<file path="config.mk">
export PLATFORM = sky130hd
export DESIGN_NAME = sm4_block_encrypt
export DESIGN_NICKNAME = d
export VERILOG_FILES = /design/src/hw/rtl/sm4_pkg.sv /design/src/hw/rtl/sm4_block_encrypt.sv /design/src/hw/rtl/sm4_ram.sv /design/src/hw/rtl/sm4_round.sv
export VERILOG_INCLUDE_DIRS = /design/src /design/src/hw/rtl
export SDC_FILE = /design/constraint.sdc
export NUM_CORES = 2
export LEC_CHECK = 0
export BUFFER_PORTS_ARGS = -buffer_cell sky130_fd_sc_hd__buf_2
export CORE_ASPECT_RATIO = 1.75
export CORE_MARGIN = 2
export CORE_UTILIZATION = 56
export CTS_CLUSTER_DIAMETER = 150
export DETAILED_ROUTE_END_ITERATION = 6
export PLACE_DENSITY = 0.76
export SYNTH_ARGS = -nofsm -noshare
export SYNTH_HDL_FRONTEND = slang
export SYNTH_SLANG_ARGS = --single-unit
</file>
<file path="constraint.sdc">
create_clock -name clk -period 8 [get_ports clk]
set_input_delay 0.8 -clock clk [delete_from_list [all_inputs] [get_ports clk]]
set_output_delay 0.8 -clock clk [all_outputs]
set_load 0.03 [all_outputs]
</file>
<file path="src/hw/rtl/sm4_block_encrypt_assert.svh">
// Assertion macros for the SM4 RTL.
// Define ASSERT_OFF to compile every check away.
`ifndef SM4_BLOCK_ENCRYPT_ASSERT_SVH
`define SM4_BLOCK_ENCRYPT_ASSERT_SVH

`ifndef ASSERT_OFF

// Antecedent implies consequent in the same cycle.
`define SM4_ASSERT_IMP(lbl, ck, rst_n, ant, cons) \
	lbl: assert property (@(posedge ck) disable iff (!(rst_n)) (ant) |-> (cons)) \
		else $error("sm4 assertion failed");

// Antecedent implies consequent in the next cycle.
`define SM4_ASSERT_NXT(lbl, ck, rst_n, ant, cons) \
	lbl: assert property (@(posedge ck) disable iff (!(rst_n)) (ant) |=> (cons)) \
		else $error("sm4 assertion failed");

`else

`define SM4_ASSERT_IMP(lbl, ck, rst_n, ant, cons)
`define SM4_ASSERT_NXT(lbl, ck, rst_n, ant, cons)

`endif

`endif

</file>
<file path="src/hw/rtl/sm4_pkg.sv">
`timescale 1ns / 1ps

package sm4_pkg;

	localparam int unsigned ROUNDS_DEF = 32;
	localparam int unsigned KEY_DEPTH  = 32;
	localparam int unsigned KEY_AW     = 5;
	localparam int unsigned WORD_W     = 32;

	localparam logic OP_LOAD    = 1'b0;
	localparam logic OP_ENCRYPT = 1'b1;

	typedef struct packed {
		logic                op;
		logic [KEY_AW-1:0]   key_index;
		logic [WORD_W-1:0]   key_value;
		logic [WORD_W-1:0]   in_word0;
		logic [WORD_W-1:0]   in_word1;
		logic [WORD_W-1:0]   in_word2;
		logic [WORD_W-1:0]   in_word3;
	} req_t;

	typedef struct packed {
		logic [WORD_W-1:0] out_word0;
		logic [WORD_W-1:0] out_word1;
		logic [WORD_W-1:0] out_word2;
		logic [WORD_W-1:0] out_word3;
	} rsp_t;

	localparam logic [7:0] SBOX_ROM [256] = '{
		8'hd6,8'h90,8'he9,8'hfe,8'hcc,8'he1,8'h3d,8'hb7,8'h16,8'hb6,8'h14,8'hc2,8'h28,8'hfb,8'h2c,8'h05,
		8'h2b,8'h67,8'h9a,8'h76,8'h2a,8'hbe,8'h04,8'hc3,8'haa,8'h44,8'h13,8'h26,8'h49,8'h86,8'h06,8'h99,
		8'h9c,8'h42,8'h50,8'hf4,8'h91,8'hef,8'h98,8'h7a,8'h33,8'h54,8'h0b,8'h43,8'hed,8'hcf,8'hac,8'h62,
		8'he4,8'hb3,8'h1c,8'ha9,8'hc9,8'h08,8'he8,8'h95,8'h80,8'hdf,8'h94,8'hfa,8'h75,8'h8f,8'h3f,8'ha6,
		8'h47,8'h07,8'ha7,8'hfc,8'hf3,8'h73,8'h17,8'hba,8'h83,8'h59,8'h3c,8'h19,8'he6,8'h85,8'h4f,8'ha8,
		8'h68,8'h6b,8'h81,8'hb2,8'h71,8'h64,8'hda,8'h8b,8'hf8,8'heb,8'h0f,8'h4b,8'h70,8'h56,8'h9d,8'h35,
		8'h1e,8'h24,8'h0e,8'h5e,8'h63,8'h58,8'hd1,8'ha2,8'h25,8'h22,8'h7c,8'h3b,8'h01,8'h21,8'h78,8'h87,
		8'hd4,8'h00,8'h46,8'h57,8'h9f,8'hd3,8'h27,8'h52,8'h4c,8'h36,8'h02,8'he7,8'ha0,8'hc4,8'hc8,8'h9e,
		8'hea,8'hbf,8'h8a,8'hd2,8'h40,8'hc7,8'h38,8'hb5,8'ha3,8'hf7,8'hf2,8'hce,8'hf9,8'h61,8'h15,8'ha1,
		8'he0,8'hae,8'h5d,8'ha4,8'h9b,8'h34,8'h1a,8'h55,8'had,8'h93,8'h32,8'h30,8'hf5,8'h8c,8'hb1,8'he3,
		8'h1d,8'hf6,8'he2,8'h2e,8'h82,8'h66,8'hca,8'h60,8'hc0,8'h29,8'h23,8'hab,8'h0d,8'h53,8'h4e,8'h6f,
		8'hd5,8'hdb,8'h37,8'h45,8'hde,8'hfd,8'h8e,8'h2f,8'h03,8'hff,8'h6a,8'h72,8'h6d,8'h6c,8'h5b,8'h51,
		8'h8d,8'h1b,8'haf,8'h92,8'hbb,8'hdd,8'hbc,8'h7f,8'h11,8'hd9,8'h5c,8'h41,8'h1f,8'h10,8'h5a,8'hd8,
		8'h0a,8'hc1,8'h31,8'h88,8'ha5,8'hcd,8'h7b,8'hbd,8'h2d,8'h74,8'hd0,8'h12,8'hb8,8'he5,8'hb4,8'hb0,
		8'h89,8'h69,8'h97,8'h4a,8'h0c,8'h96,8'h77,8'h7e,8'h65,8'hb9,8'hf1,8'h09,8'hc5,8'h6e,8'hc6,8'h84,
		8'h18,8'hf0,8'h7d,8'hec,8'h3a,8'hdc,8'h4d,8'h20,8'h79,8'hee,8'h5f,8'h3e,8'hd7,8'hcb,8'h39,8'h48
	};

	// Byte-wise S-box substitution.
	function automatic logic [WORD_W-1:0] tau(input logic [WORD_W-1:0] a);
		return {SBOX_ROM[a[31:24]], SBOX_ROM[a[23:16]], SBOX_ROM[a[15:8]], SBOX_ROM[a[7:0]]};
	endfunction

	// Linear diffusion L(B).
	function automatic logic [WORD_W-1:0] lin(input logic [WORD_W-1:0] b);
		return b ^ {b[29:0], b[31:30]} ^ {b[21:0], b[31:22]}
			^ {b[13:0], b[31:14]} ^ {b[7:0], b[31:8]};
	endfunction

endpackage

</file>
<file path="src/hw/rtl/sm4_block_encrypt.sv">
`timescale 1ns / 1ps
// Channel  Payload           Handshake          Direction
// req      sm4_pkg::req_t    req_valid/stall    into block
// rsp      sm4_pkg::rsp_t    rsp_valid/stall    out of block
//
// Flow: a load transfer writes the key store in its accept cycle and the
// block is ready again on the next. After an encrypt transfer req_stall stays
// high while the rounds run in turn through the single round unit; each round
// depends on the one before, so no new request is taken until the finished
// block is in the rsp register. The result lands there at the end of the
// last round; if that register still holds an untaken result, the block
// waits in an extra state, with req_stall high, until it drains.
// Reset: arst_n clears the sequencer and rsp_valid; the key store is
// undefined until each entry is loaded.
// Stalls: req_stall is high while a block is in flight. A waiting result does
// not stop new load transfers or the next encrypt from starting.

`include "sm4_block_encrypt_assert.svh"

module sm4_block_encrypt #(
	parameter int unsigned ROUNDS = sm4_pkg::ROUNDS_DEF
) (
	input  logic          clk,
	input  logic          arst_n,
	input  logic          req_valid,
	output logic          req_stall,
	input  sm4_pkg::req_t req_data,
	output logic          rsp_valid,
	input  logic          rsp_stall,
	output sm4_pkg::rsp_t rsp_data
);

	localparam int unsigned AW = sm4_pkg::KEY_AW;
	localparam logic [AW-1:0] LAST_ROUND = AW'(ROUNDS - 1);

	typedef enum logic [1:0] {
		S_IDLE,
		S_RUN,
		S_WAIT
	} state_t;

	state_t                     state_q;
	logic [AW-1:0]              round_q;
	logic [sm4_pkg::WORD_W-1:0] x0_q, x1_q, x2_q, x3_q;
	logic                       rsp_valid_q;
	sm4_pkg::rsp_t              rsp_data_q;

	logic                       req_xfer;
	logic                       key_we;
	logic                       start;
	logic [AW-1:0]              rd_addr;
	logic [sm4_pkg::WORD_W-1:0] rk;
	logic [sm4_pkg::WORD_W-1:0] t;
	logic                       last_round;
	logic                       slot_free;
	logic                       rsp_load;

	assign req_stall = (state_q != S_IDLE);
	assign req_xfer  = req_valid && !req_stall;
	assign key_we    = req_xfer && (req_data.op == sm4_pkg::OP_LOAD);
	assign start     = req_xfer && (req_data.op == sm4_pkg::OP_ENCRYPT);

	// Prefetch the key for the coming round: round 0 on start, then round+1.
	assign rd_addr = start ? '0 : round_q + 1'b1;

	assign last_round = (round_q == LAST_ROUND);
	// The output register can take a new result when empty or draining now.
	assign slot_free  = !rsp_valid_q || !rsp_stall;
	// A finished block moves into the output register this cycle.
	assign rsp_load   = slot_free
		&& (((state_q == S_RUN) && last_round) || (state_q == S_WAIT));

	sm4_ram #(
		.WIDTH(sm4_pkg::WORD_W),
		.DEPTH(sm4_pkg::KEY_DEPTH)
	) u_key_ram (
		.clk  (clk),
		.we   (key_we),
		.waddr(req_data.key_index),
		.wdata(req_data.key_value),
		.raddr(rd_addr),
		.rdata(rk)
	);

	sm4_round u_round (
		.x0(x0_q),
		.x1(x1_q),
		.x2(x2_q),
		.x3(x3_q),
		.rk(rk),
		.t (t)
	);

	always_ff @(posedge clk or negedge arst_n) begin
		if (!arst_n) begin
			state_q     <= S_IDLE;
			round_q     <= '0;
			rsp_valid_q <= 1'b0;
		end else begin
			// Load a new result, or drop the old one once its transfer completes.
			if (rsp_load) begin
				rsp_valid_q <= 1'b1;
			end else if (rsp_valid_q && !rsp_stall) begin
				rsp_valid_q <= 1'b0;
			end
			case (state_q)
				S_IDLE: begin
					if (start) begin
						x0_q    <= req_data.in_word0;
						x1_q    <= req_data.in_word1;
						x2_q    <= req_data.in_word2;
						x3_q    <= req_data.in_word3;
						round_q <= '0;
						state_q <= S_RUN;
					end
				end
				S_RUN: begin
					// Advance the word window by one round.
					x0_q    <= x1_q;
					x1_q    <= x2_q;
					x2_q    <= x3_q;
					x3_q    <= t;
					round_q <= round_q + 1'b1;
					if (last_round) begin
						if (slot_free) begin
							// Reverse order: newest word first.
							rsp_data_q.out_word0 <= t;
							rsp_data_q.out_word1 <= x3_q;
							rsp_data_q.out_word2 <= x2_q;
							rsp_data_q.out_word3 <= x1_q;
							state_q              <= S_IDLE;
						end else begin
							state_q <= S_WAIT;
						end
					end
				end
				S_WAIT: begin
					// Hold the final words until the output register frees up.
					if (slot_free) begin
						rsp_data_q.out_word0 <= x3_q;
						rsp_data_q.out_word1 <= x2_q;
						rsp_data_q.out_word2 <= x1_q;
						rsp_data_q.out_word3 <= x0_q;
						state_q              <= S_IDLE;
					end
				end
				default: begin
					state_q <= S_IDLE;
				end
			endcase
		end
	end

	assign rsp_valid = rsp_valid_q;
	assign rsp_data  = rsp_data_q;

	`SM4_ASSERT_NXT(a_start_busy, clk, arst_n, start, (state_q == S_RUN) && (round_q == '0))
	`SM4_ASSERT_IMP(a_round_range, clk, arst_n, state_q == S_RUN, round_q <= LAST_ROUND)
	`SM4_ASSERT_IMP(a_wait_full, clk, arst_n, state_q == S_WAIT, rsp_valid_q)
	`SM4_ASSERT_IMP(a_rsp_source, clk, arst_n, $rose(rsp_valid_q), $past(state_q != S_IDLE))
	`SM4_ASSERT_NXT(a_load_no_rsp, clk, arst_n, key_we && !rsp_valid_q, !rsp_valid_q)

endmodule

</file>
<file path="src/hw/rtl/sm4_ram.sv">
`timescale 1ns / 1ps

module sm4_ram #(
	parameter int unsigned WIDTH = sm4_pkg::WORD_W,
	parameter int unsigned DEPTH = sm4_pkg::KEY_DEPTH
) (
	input  logic                     clk,
	input  logic                     we,
	input  logic [$clog2(DEPTH)-1:0] waddr,
	input  logic [WIDTH-1:0]         wdata,
	input  logic [$clog2(DEPTH)-1:0] raddr,
	output logic [WIDTH-1:0]         rdata
);

	logic [WIDTH-1:0] mem_q [DEPTH];

	always_ff @(posedge clk) begin
		if (we) begin
			mem_q[waddr] <= wdata;
		end
		rdata <= mem_q[raddr];
	end

endmodule

</file>
<file path="src/hw/rtl/sm4_round.sv">
`timescale 1ns / 1ps

module sm4_round (
	input  logic [sm4_pkg::WORD_W-1:0] x0,
	input  logic [sm4_pkg::WORD_W-1:0] x1,
	input  logic [sm4_pkg::WORD_W-1:0] x2,
	input  logic [sm4_pkg::WORD_W-1:0] x3,
	input  logic [sm4_pkg::WORD_W-1:0] rk,
	output logic [sm4_pkg::WORD_W-1:0] t
);

	logic [sm4_pkg::WORD_W-1:0] mix;

	// X[r+4] = X[r] ^ L(tau(X[r+1] ^ X[r+2] ^ X[r+3] ^ rk))
	assign mix = x1 ^ x2 ^ x3 ^ rk;
	assign t   = x0 ^ sm4_pkg::lin(sm4_pkg::tau(mix));

endmodule

</file>
==> run_results.csv <==
group,metric,value,unit
synth,ys_ff_latch,1320,
floorplanning,coreArea,121000,sq um
critical_path,arrival,6.55,ns
place,portBuffers,299,
critical_path,crit_fanout,23,
synth,synth_edf_count,1280,
routing,vias,56500,
outcome,violations,"capacitance limit, slew limit",
cts,cts_setup_buffers,0,
place,post-dp-hpwl,171000,um
flow_run,cap_viol_max_count,1,
synth,syn_area,68400,sq um
routing,viasPerCell,7.01,
layout,final_util,0.624,
layout,layout-drive-gt1-share,0.140,
timing,slew_viol_final,10,
floorplanning,fp.dieArea,125000,sq um
floorplanning,start_util,0.564,
synth,syn-instance-count,6274,
grt,grt_max_degree,193,
worst_hold_path,hold_path.class,"primary input to register",
synth,yosysWarnings,0,
floorplanning,die_h,466,um
timing,max_freq,164,MHz
timing,setup_viol,0,
timing,fin_ws,1.89,ns
grt,grt_pass1_vias,54600,
timing,fin_crit_sh,0.763,
synth,synthesis.nets,6484,
place,place_ws,2.19,ns
layout,final_cells,8057,
cts,cts_buffers,110,
routing,first_pass_iters,7,
timing,finalHoldViolCount,0,
routing,ant_nets,0,
routing,route.detailed.drc,0,
place,dp_cells,7826,
synth,ys_types,98,
cts,cts.sinks,1320,
timing,rsz0062_at_grt,"false",
synth,async_flop_share,0.00606,
layout,syn_to_final_growth,10.5,%
cts,clkTransAtPathRegs,0.08,ns
timing,worstMarginPinSlew,1.62,ns
synth,synth.yosys.seq_area_share,0.575,
timing,min_period,6.11,ns
layout,final_cell_mix,"edfxtp_1 (1280), nand2_1 (1184), nor2_1 (510)",
grt,overflow,0,
cts,tritoncts,"built",
layout,final_common_cell,"edfxtp_1",
timing,finalClockSkew,0.0444,ns
critical_path,cp-start-kind,"register",
synth,avgSynthCellArea,10.9,sq um
routing,drt_wl_total,266000,um
place,gp_congestion,1.07,
routing,avgRoutedWirePerCell,33.0,um
timing,fin_tns_setup,0,ns
cts,ctsLongestPathBuffers,3,
outcome,status,"finished, violations left",
critical_path,crit_path_end_kind,"register",
routing,drt_iter0_markers,8895,
grt,antenna_found_initial,39,
floorplanning,io_pins,300,
grt,grt_pass1_wl,377000,um
critical_path,worstSetupPathType,"register to register",
cts,cts_resized,0,
synth,synth_ff_type,"edfxtp_1",
cts,root_buffer,"clkbuf_16",
timing,slew_headroom,-0.0862,
floorplanning,rows,169,
grt,grt_usage,0.420,
critical_path,cp.required,8.44,ns
floorplanning,die_w,268,um
cts,clk_latency,0.77,ns
layout,nets,6525,
cts,htreeDepth,3,
## timing repair
action | in CTS | in global routing
hold buffers | 1 | 0
endpoints found under the hold margin | 8 | 0
endpoints found under the setup margin | 0 | 0
## stage by stage
| step | area [sq um] | hold WS, ns |
|---|---|---|
| 2_1_floorplan | 68400 | 0.466 |
| 3_3_place_gp | 71700 | 0.513 |
| 3_5_place_dp | 71700 | 0.515 |
| 4_1_cts | 75500 | 0.277 |
| 5_1_grt | 75500 | 0.312 |
| 6_report | 75600 | 0.310 |
## final cells by class
cell class                      instances  area, sq um
Inverter                               33          124
Fill cell                            9354        45600
Antenna cell                           24         60.1
Clock buffer                          134         2940
Clock inverter                         72          847
Multi-Input combinational cell       4384        27500
Sequential cell                      1320        39300
Tap cell                             1624         2030
Timing Repair Buffer                  466         2820
## worst max-delay path, stage by stage (launching register included)
cell	delay, ns
edfxtp_1	0.44
xnor2_1	0.47
xor2_1	0.60
inv_2	0.43
ha_1	0.30
buf_4	0.22
nand2b_1	0.26
a311oi_1	0.38
a311oi_1	0.11
nor4_1	1.15
o32a_1	0.53
xnor2_1	0.32
xnor2_1	0.18
xnor2_1	0.26
o21ai_1	0.10
## registers in the layout, summed over array words and instances (netlist names)
register and count:
x2_q 32, x0_q 32, round_q 5, state_q 2, u_key_ram.mem_q 1024, rsp_data 128
u_key_ram.rdata 32, rsp_valid 1, x1_q 32, x3_q 32
## path summary, 6_finish.rpt
path / startpoint / end / slack, ns / depth (start not counted)
setup reg to reg: x1_q[17]$_DFFE_PP_ / x3_q[14]$_DFFE_PP_ / 1.89 / 14
hold / removal: req_data[82] / x1_q[18]$_DFFE_PP_ / 0.31 / 3
max in group asynchronous: arst_n / round_q[0]$_DFFE_PN0P_ / 7.20 / 2
min in group asynchronous: arst_n / state_q[0]$_DFFE_PN0P_ / 0.50 / 2
setup / recovery: x1_q[17]$_DFFE_PP_ / x3_q[14]$_DFFE_PP_ / 1.89 / 14
hold reg to reg: round_q[3]$_DFFE_PN0P_ / round_q[3]$_DFFE_PN0P_ / 0.53 / 2
## synthesized netlist by cell type (13+ instances only)
cell,instances,area (sq um)
mux2_2,34,383
edfxtp_1,1280,38400
dfxtp_1,32,641
a21oi_1,311,1560
a211o_1,14,123
a31oi_1,187,1170
nand3_1,99,495
a221o_1,15,150
o22ai_1,31,194
xnor2_1,146,1280
o311ai_0,156,1370
o211ai_1,56,420
o21ai_0,280,1400
inv_1,26,97.6
xor2_1,77,674
a311oi_1,39,342
nand4_1,18,113
ha_1,40,500
buf_4,23,173
a211oi_1,182,1370
and2_1,134,838
buf_1,33,124
a21o_1,13,97.6
a221oi_1,35,307
xor2_2,16,260
nor2_1,546,2050
o2111ai_1,25,219
nand2_1,1186,4450
nor3_1,76,380
o31ai_1,16,120
clkbuf_1,381,1430
nand2b_1,154,963
nor4_1,15,93.8
o32ai_1,13,114
o21ai_1,54,270
a2111oi_0,15,131
buf_2,91,455
mux2i_1,40,400
and3_1,19,119
mux4_2,76,1710
a32oi_1,27,236
o221ai_1,47,412
## metal layers
layer / global-route usage / vias to the layer above / part of all wire
met5: 0 / - / 0.00067
met4: 0.344 / 26 / 0.098
met3: 0.101 / 1288 / 0.11
met2: 0.674 / 4290 / 0.47
met1: 0.475 / 27300 / 0.33
li1: - / 23600 / -
## logic make-up (layout without fill, tap and decap cells)
kind of cell | Yosys count | after routing | synth area share
AO/OA/AOI/OAI | 1642 | 1642 | 0.165
adder cells (fa/ha/maj) | 40 | 40 | 0.00732
buffers and inverters | 570 | 705 | 0.0352
other | 0 | 24 | 0
flip-flops | 1320 | 1320 | 0.575
XOR/XNOR | 257 | 257 | 0.0374
multiplexers | 151 | 151 | 0.0367
AND/OR/NAND/NOR | 2294 | 2294 | 0.144
Power is left out: the tool's default activity adds up to more than one toggle a clock period on the data nets, which glitch-free logic cannot reach.
